**config.mk**
```make
export PLATFORM = sky130hd
export DESIGN_NAME = pmst_core
export DESIGN_NICKNAME = d
export VERILOG_FILES = /design/src/pmst_pkg.sv /design/src/pmst_core.sv
export SDC_FILE = /design/constraint.sdc
export NUM_CORES = 1
export LEC_CHECK = 0
export ABC_AREA = 1
export BUFFER_PORTS_ARGS = -buffer_cell sky130_fd_sc_hd__buf_2
export CAP_MARGIN = 15
export CORE_AREA = 3 3 107 212
export CTS_CLUSTER_SIZE = 25
export DETAILED_ROUTE_END_ITERATION = 8
export DIE_AREA = 0 0 110 215
export PLACE_DENSITY = 0.76
export SYNTH_ARGS = -nofsm -noshare
export SYNTH_HDL_FRONTEND = slang
export SYNTH_SLANG_ARGS = --single-unit
```
**constraint.sdc**
```tcl
create_clock -name i_clk -period 4.2 [get_ports i_clk]
set_input_delay 0.63 -clock i_clk [delete_from_list [all_inputs] [get_ports i_clk]]
set_output_delay 0.63 -clock i_clk [all_outputs]
set_load 0.02 [all_outputs]
```
**src/pmst_pkg.sv**
```systemverilog
// Shared types and constants for the dense Prim spanning tree block.
package pmst_pkg;

    localparam int VTX_BITS       = 7;
    localparam int IN_WEIGHT_BITS = 16;

    localparam logic [VTX_BITS-1:0] MIN_VERTICES = 7'd2;

    localparam logic REQ_WRITE = 1'b0;
    localparam logic REQ_RUN   = 1'b1;

    typedef enum logic [2:0] {
        ST_IDLE,
        ST_FIRST,
        ST_INIT,
        ST_RELAX,
        ST_EMIT
    } t_state;

    typedef struct packed {
        logic [VTX_BITS-1:0] edge_from;
        logic [VTX_BITS-1:0] edge_to;
        logic                last;
        logic                disconnected;
    } t_result;

endpackage

```
**src/pmst_core.sv**
```systemverilog
// Sequencer and datapath: matrix scan, nearest-vertex relaxation and result building.
module pmst_core import pmst_pkg::*; #(
    parameter int MAX_VERTICES = 64,
    parameter int WEIGHT_BITS  = 16
) (
    input  logic                                  i_clk,
    input  logic                                  i_rst_n,
    input  logic [VTX_BITS-1:0]                   i_vertex_count,
    input  logic                                  i_in_valid,
    output logic                                  o_in_ready,
    input  logic                                  i_req_type,
    input  logic [VTX_BITS-1:0]                   i_row_vertex,
    input  logic [VTX_BITS-1:0]                   i_col_vertex,
    input  logic [IN_WEIGHT_BITS-1:0]             i_weight,
    output logic                                  o_res_valid,
    input  logic                                  i_res_ready,
    output t_result                               o_res,
    input  logic                                  i_clr_busy,
    output logic                                  o_mwr_en,
    output logic [2*$clog2(MAX_VERTICES)-1:0]     o_mwr_addr,
    output logic [WEIGHT_BITS-1:0]                o_mwr_data,
    output logic                                  o_mrd_en,
    output logic [2*$clog2(MAX_VERTICES)-1:0]     o_mrd_addr,
    input  logic [WEIGHT_BITS-1:0]                i_mrd_data,
    output logic                                  o_nrd_en,
    output logic [$clog2(MAX_VERTICES)-1:0]       o_nrd_addr,
    input  logic [$clog2(MAX_VERTICES)+WEIGHT_BITS-1:0] i_nrd_data,
    output logic                                  o_nwr_en,
    output logic [$clog2(MAX_VERTICES)-1:0]       o_nwr_addr,
    output logic [$clog2(MAX_VERTICES)+WEIGHT_BITS-1:0] o_nwr_data
);

    localparam int VAW = $clog2(MAX_VERTICES);
    localparam logic [VTX_BITS-1:0]    MAX_V   = VTX_BITS'(MAX_VERTICES);
    localparam logic [WEIGHT_BITS-1:0] NO_EDGE = '1;

    t_state r_state, n_state;

    logic                    r_issuing;
    logic                    r_pv;
    logic [VAW-1:0]          r_i, r_j, r_pi, r_pj;
    logic [VAW-1:0]          r_n_last, r_left;
    logic [VAW-1:0]          r_u, r_v, r_k;
    logic [VAW-1:0]          r_cand, r_cand_near;
    logic [WEIGHT_BITS-1:0]  r_best;
    logic                    r_found;
    logic                    r_tie;
    logic                    r_emit_first;
    logic [MAX_VERTICES-1:0] r_in_tree;
    t_result                 r_res;

    logic                    in_acc, run_acc, wr_ok;
    logic                    pass_st, pass_done, start_pass, issue_last;
    logic [VTX_BITS-1:0]     row_m1, col_m1, vc_m1;
    logic [VAW-1:0]          n_last_clamp;
    logic [VAW-1:0]          near_vtx;
    logic [WEIGHT_BITS-1:0]  near_key;
    logic                    relax_cond, pj_free;
    logic [VAW-1:0]          cand_near;
    logic [WEIGHT_BITS-1:0]  cand_key;

    assign in_acc  = i_in_valid && o_in_ready;
    assign run_acc = in_acc && (i_req_type == REQ_RUN);
    assign row_m1  = i_row_vertex - VTX_BITS'(1);
    assign col_m1  = i_col_vertex - VTX_BITS'(1);
    assign vc_m1   = i_vertex_count - VTX_BITS'(1);

    // Writes with a vertex of zero or above MAX_VERTICES are dropped.
    assign wr_ok = in_acc && (i_req_type == REQ_WRITE)
                && (i_row_vertex != '0) && (i_row_vertex <= MAX_V)
                && (i_col_vertex != '0) && (i_col_vertex <= MAX_V);

    assign o_mwr_en   = wr_ok;
    assign o_mwr_addr = {row_m1[VAW-1:0], col_m1[VAW-1:0]};
    assign o_mwr_data = WEIGHT_BITS'(i_weight);

    always_comb begin
        priority if (i_vertex_count < MIN_VERTICES) begin
            n_last_clamp = VAW'(1);
        end else if (i_vertex_count > MAX_V) begin
            n_last_clamp = VAW'(MAX_VERTICES - 1);
        end else begin
            n_last_clamp = vc_m1[VAW-1:0];
        end
    end

    assign pass_st    = (r_state == ST_FIRST) || (r_state == ST_INIT) || (r_state == ST_RELAX);
    assign pass_done  = pass_st && !r_issuing && !r_pv;
    assign start_pass = ((n_state == ST_FIRST) || (n_state == ST_INIT) || (n_state == ST_RELAX))
                     && (n_state != r_state);
    assign issue_last = (r_state == ST_FIRST) ? ((r_i == r_n_last) && (r_j == r_n_last))
                                              : (r_j == r_n_last);

    assign near_vtx = i_nrd_data[WEIGHT_BITS +: VAW];
    assign near_key = i_nrd_data[WEIGHT_BITS-1:0];

    // The first relaxation after the opening edge lets the second endpoint win ties.
    assign relax_cond = r_tie ? (i_mrd_data <= near_key) : (i_mrd_data < near_key);
    assign cand_near  = relax_cond ? r_k : near_vtx;
    assign cand_key   = relax_cond ? i_mrd_data : near_key;
    assign pj_free    = !r_in_tree[r_pj];

    always_comb begin
        n_state = r_state;
        unique case (r_state)
            ST_IDLE:  if (run_acc)   n_state = ST_FIRST;
            ST_FIRST: if (pass_done) n_state = ST_EMIT;
            ST_INIT:  if (pass_done) n_state = ST_RELAX;
            ST_RELAX: if (pass_done) n_state = ST_EMIT;
            ST_EMIT: begin
                if (i_res_ready) begin
                    if (r_res.last) begin
                        n_state = ST_IDLE;
                    end else if (r_emit_first) begin
                        n_state = ST_INIT;
                    end else begin
                        n_state = ST_RELAX;
                    end
                end
            end
            default: n_state = ST_IDLE;
        endcase
    end

    always_comb begin
        o_in_ready  = 1'b0;
        o_res_valid = 1'b0;
        o_mrd_en    = 1'b0;
        o_nrd_en    = 1'b0;
        o_mrd_addr  = {r_i, r_j};
        unique case (r_state)
            ST_IDLE:  o_in_ready = !i_clr_busy;
            ST_FIRST: begin
                o_mrd_en   = r_issuing;
                o_mrd_addr = {r_i, r_j};
            end
            ST_INIT: begin
                o_mrd_en   = r_issuing;
                o_mrd_addr = {r_j, r_u};
            end
            ST_RELAX: begin
                o_mrd_en   = r_issuing;
                o_nrd_en   = r_issuing;
                o_mrd_addr = {r_j, r_k};
            end
            ST_EMIT:  o_res_valid = 1'b1;
            default:  o_in_ready = 1'b0;
        endcase
    end

    assign o_nrd_addr = r_j;
    assign o_nwr_en   = r_pv && ((r_state == ST_INIT)
                              || ((r_state == ST_RELAX) && pj_free && relax_cond));
    assign o_nwr_addr = r_pj;
    assign o_nwr_data = (r_state == ST_INIT) ? {r_u, i_mrd_data} : {r_k, i_mrd_data};
    assign o_res      = r_res;

    always_ff @(posedge i_clk) begin
        if (!i_rst_n) begin
            r_state   <= ST_IDLE;
            r_issuing <= 1'b0;
            r_pv      <= 1'b0;
        end else begin
            r_state <= n_state;
            r_pv    <= o_mrd_en;
            if (start_pass) begin
                r_issuing <= 1'b1;
            end else if (r_issuing && issue_last) begin
                r_issuing <= 1'b0;
            end
        end
    end

    always_ff @(posedge i_clk) begin
        r_pi <= r_i;
        r_pj <= r_j;

        if (start_pass) begin
            r_i     <= '0;
            r_j     <= '0;
            r_best  <= NO_EDGE;
            r_found <= 1'b0;
        end else begin
            if (r_issuing) begin
                if ((r_state == ST_FIRST) && (r_j == r_n_last)) begin
                    r_j <= '0;
                    r_i <= r_i + VAW'(1);
                end else begin
                    r_j <= r_j + VAW'(1);
                end
            end
            if (r_pv) begin
                // Upper triangle only; strict compare keeps the first in row-major order.
                if ((r_state == ST_FIRST) && (r_pj > r_pi) && (i_mrd_data < r_best)) begin
                    r_best  <= i_mrd_data;
                    r_u     <= r_pi;
                    r_v     <= r_pj;
                    r_found <= 1'b1;
                end
                if ((r_state == ST_RELAX) && pj_free && (cand_key < r_best)) begin
                    r_best      <= cand_key;
                    r_cand      <= r_pj;
                    r_cand_near <= cand_near;
                    r_found     <= 1'b1;
                end
            end
        end

        if (run_acc) begin
            r_n_last <= n_last_clamp;
            r_left   <= n_last_clamp - VAW'(1);
        end

        if (pass_done && (r_state == ST_FIRST)) begin
            r_emit_first <= 1'b1;
            r_k          <= r_v;
            r_tie        <= 1'b1;
            r_in_tree    <= (MAX_VERTICES'(1) << r_u) | (MAX_VERTICES'(1) << r_v);
            if (r_found) begin
                r_res.edge_from    <= VTX_BITS'(r_u) + VTX_BITS'(1);
                r_res.edge_to      <= VTX_BITS'(r_v) + VTX_BITS'(1);
                r_res.last         <= (r_left == '0);
                r_res.disconnected <= 1'b0;
            end else begin
                r_res.edge_from    <= '0;
                r_res.edge_to      <= '0;
                r_res.last         <= 1'b1;
                r_res.disconnected <= 1'b1;
            end
        end

        if (pass_done && (r_state == ST_RELAX)) begin
            r_emit_first <= 1'b0;
            r_tie        <= 1'b0;
            r_left       <= r_left - VAW'(1);
            if (r_found) begin
                r_k                <= r_cand;
                r_in_tree[r_cand]  <= 1'b1;
                r_res.edge_from    <= VTX_BITS'(r_cand) + VTX_BITS'(1);
                r_res.edge_to      <= VTX_BITS'(r_cand_near) + VTX_BITS'(1);
                r_res.last         <= (r_left == VAW'(1));
                r_res.disconnected <= 1'b0;
            end else begin
                r_res.edge_from    <= '0;
                r_res.edge_to      <= '0;
                r_res.last         <= 1'b1;
                r_res.disconnected <= 1'b1;
            end
        end
    end

    a_nmem_no_clash: assert property (@(posedge i_clk) disable iff (!i_rst_n)
        o_nrd_en && o_nwr_en |-> o_nrd_addr != o_nwr_addr)
        else $error("nearest-vertex read and write hit the same entry");

    a_busy_no_accept: assert property (@(posedge i_clk) disable iff (!i_rst_n)
        (r_issuing || r_pv) |-> !o_in_ready)
        else $error("item accepted while a pass is running");

    a_cand_not_in_tree: assert property (@(posedge i_clk) disable iff (!i_rst_n)
        (r_state == ST_RELAX) && pass_done && r_found |-> !r_in_tree[r_cand])
        else $error("chosen vertex is already in the tree");

    a_emit_after_pass: assert property (@(posedge i_clk) disable iff (!i_rst_n)
        $rose(o_res_valid) |-> $past(pass_done))
        else $error("result presented without a finished pass");

endmodule
```
==> run_results.csv <==
group,metric,value,unit
cells_and_area,multi_input_area,0.00591,mm^2
sta,maxSlewHeadroom,43.1,%
cells_and_area,n_antenna_cell,0,
clocking,clock_latency,450,ps
sta,hold_viol_final,0,
place,dp_hpwl,28000,um
floorplanning,core,0.0211,mm^2
worst_hold_path,holdPathStages,0,
cells_and_area,postLayoutCellArea,0.0123,mm^2
clocking,cts_tree,"built",
pwr,p_per_area,472,mW/mm^2
pwr,power,5.82,mW
pwr,p_sw,2.13,mW
clocking,clkTransAtPathRegs,60,ps
pwr,seqPwrFrac,37.8,%
floorplanning,fp.dieW,110,um
pwr,clkPwrFrac,29.1,%
sta,setup_viol,0,
pwr,comb_power_share,33.0,%
clocking,clock-sinks,169,
synth,synth_xor_area_share,2.88,%
synth,synth_fa_ha_area_share,8.79,%
synth,synth-main-ff-cell,"dfxtp_1",
routing,drt_pre_antenna_iters,9,
cells_and_area,seq_area,0.00390,mm^2
routing,viasPerCell,6.09,
floorplanning,ios,177,
synth,syn_area,0.0110,mm^2
setup_path,crit_path_start,"i_mrd_data[7]",
routing,num_vias,11200,
cells_and_area,nets,1722,
routing,ant_nets,0,
cells_and_area,mostFrequentLayoutCells,"221 x nand2_1, 161 x nor2_1, 149 x inv_1",
routing,remaining_drc_errors,1,
grt,grt_pass1_vias,10900,
synth,synth_edf_count,52,
grt,grt-ovfl-total,0,
sta,fmax,279,MHz
setup_path,cp_max_fo,17,
job,cap_viol_max_count,0,
synth,synth-seq-area-share,35.6,%
cells_and_area,drive_gt1_share,14.8,%
setup_path,regToRegEndpoint,"r_best[11]$_SDFFE_PP1P_",
synth,synth.net_count,1636,
sta,fin_worst_skew,8.10,ps
setup_path,ff2ff_path_depth,16,
clocking,numCtsBuffers,17,
place,dpl_cell_area,0.0117,mm^2
sta,final-max-slew-violation-count,0,
routing,drtIter0Drc,794,
setup_path,critical_path_class,"in2reg",
setup_path,reg2reg_slack,1040,ps
synth,ys_async_sr_fraction,0,%
cells_and_area,fill_cells,1973,
synth,synth_mux_area_share,0.0913,%
sta,timing.final.crit_share,85.3,%
sta,rsz0062_at_grt,"false",
setup_path,start_kind,"input pin",
sta,fin_ws,619,ps
synth,yosys.area_share.simple,22.9,%
sta,holdWs,358,ps
status,outcome,"finished with violations",
floorplanning,die_area,0.0237,mm^2
cells_and_area,area.growth.synth_to_final,12.4,%
clocking,holdBufCountCts,0,
clocking,clock_path_buffers,2,
pwr,p_int,3.70,mW
clocking,post_cts_resized,0,
synth,synth_compound_area_share,19.1,%
routing,wirelength,37600,um
routing,wire_per_inst,20.3,um
clocking,clockRootBuffer,"clkbuf_16",
synth,synth_top_family_by_area,"simple AND/OR/NAND/NOR gates",
pwr,leakage,5.53,nW
pwr,sw_frac_of_total,36.5,%
worst_hold_path,hp-class,"reg2reg",
grt,grtUsageTotal,32.0,%
pwr,vdd_ir_drop_max,0.296,mV
sta,worst_pin_slew,853,ps
place,place.gp.congestion,1.04,
synth,yosysUniqueCellTypes,50,
sta,finalCriticalPeriod,3580,ps
clocking,post_cts_buffers,0,
sta,setup_tns,0,ps
floorplanning,die_h,215,um
synth,yosys_warnings,0,
grt,antenna_found_initial,0,
floorplanning,initial_core_util,51.9,%
grt,grt_pass1_wl,57600,um
synth,syn_area_per_cell,7.42,um^2
synth,syn-instance-count,1478,
setup_path,cp.arrival,3890,ps
clocking,htree_levels,4,
cells_and_area,final_common_cell,"nand2_1",
setup_path,endpoint_kind,"register",
setup_path,r2r_start,"r_emit_first$_SDFFE_PP0P_",
floorplanning,row_count,75,
status,violations,"DRC",
setup_path,critical_path.endpoint,"r_best[9]$_SDFFE_PP1P_",
grt,grt_start_max_net_pins,52,
setup_path,cp.required,4510,ps
place,dp_slack,241,ps
place,io_buffers,144,
synth,ys_ff_latch,169,
[cell usage after synthesis, drive strengths merged (4+ instances only)]
cell | n | area share [%]
nand2 | 226 | 7.9
nor2 | 167 | 6.0
inv | 165 | 5.6
o21ai | 155 | 7.1
dfxtp | 117 | 21
nand3 | 105 | 5.0
ha | 77 | 8.8
a21oi | 65 | 3.1
buf | 54 | 3.3
edfxtp | 52 | 14
nor3 | 50 | 2.4
o22ai | 50 | 2.9
clkbuf | 46 | 1.6
a221oi | 27 | 2.2
xor2 | 26 | 2.1
nor4 | 16 | 0.91
o221ai | 14 | 1.1
o211ai | 10 | 0.68
xnor2 | 10 | 0.80
a211oi | 9 | 0.62
nand4 | 8 | 0.46
clkinv | 4 | 0.14
[area by class of cell]
type,count,share of cell area (%)
timing repair buffer,167,7.25
inverter,169,5.15
multi-input combinational,1040,47.9
clock buffer,23,4.41
clock inverter,9,0.853
tap,269,2.73
sequential,169,31.7
[flip-flops by register name, summed over array words and instances (netlist names), 3 cells and up]
name and cells:
r_cand_near 6, r_v 6, r_state 3, o_nwr_addr 6, r_left 6, o_res 16, r_n_last 6, r_pi 6
r_u 6, o_nrd_addr 6, r_best 16, r_cand 6, r_in_tree 64, r_i 6, r_k 6
[logic make-up after synthesis]
family / count (synthesis)
AOI/OAI and AO/OA: 350
xor gates and xnor gates: 36
adders and majority gates: 77
buffers and inverters: 269
DFF: 169
muxes: 1
and+or+nand+nor: 576
[through the flow]
stage | std cells | util [%]
global placement | 1814 | 55.3
finish | 1846 | 58.4
floorplan | 1478 | -
global route | 1846 | 58.4
detailed placement | 1814 | 55.3
CTS | 1846 | 58.4
[layer usage]
metal	wire [um]	track usage [%]
met2	19500	55.9
met5	0	0
met3	2720	6.13
met1	11900	31.6
met4	3480	25.6
[power groups by stage]
stage / sequential [mW] / combinational (mW) / clock [mW]
finish: 2.20 / 1.92 / 1.70
global route: 2.23 / 2.12 / 1.77
CTS: 2.20 / 1.89 / 1.70
detailed placement: 2.22 / 1.88 / 0
global placement: 2.22 / 1.84 / 0
floorplan: 2.22 / 1.27 / 0
[how the worst min path moves through the flow]
stage | startpoint | end
global placement | r_i[5]$_SDFFE_PP0P_ | r_pi[5]$_DFF_P_
finish | r_i[5]$_SDFFE_PP0P_ | r_pi[5]$_DFF_P_
global route | r_i[5]$_SDFFE_PP0P_ | r_pi[5]$_DFF_P_
floorplan | r_i[5]$_SDFFE_PP0P_ | r_pi[5]$_DFF_P_
CTS | r_i[5]$_SDFFE_PP0P_ | r_pi[5]$_DFF_P_
detailed placement | r_i[5]$_SDFFE_PP0P_ | r_pi[5]$_DFF_P_
[critical path, cell delays in order]
cell and delay (ps):
buf_2 120, ha_1 300, nand2_1 80, nor2_1 190
nand2_1 80, nand2_1 50, nand2_1 50, nand2_1 80
nand2_1 170, buf_4 250, nand2_1 70, o21ai_0 110
ha_1 200, a21oi_1 160, nor2_1 60, a211oi_1 190
o221ai_1 270, nor2_8 190, nand2_4 80, nand2_1 70
nand2_2 250, nand2_1 140, nand3_1 90
Power figures use the tool's default switching activity.
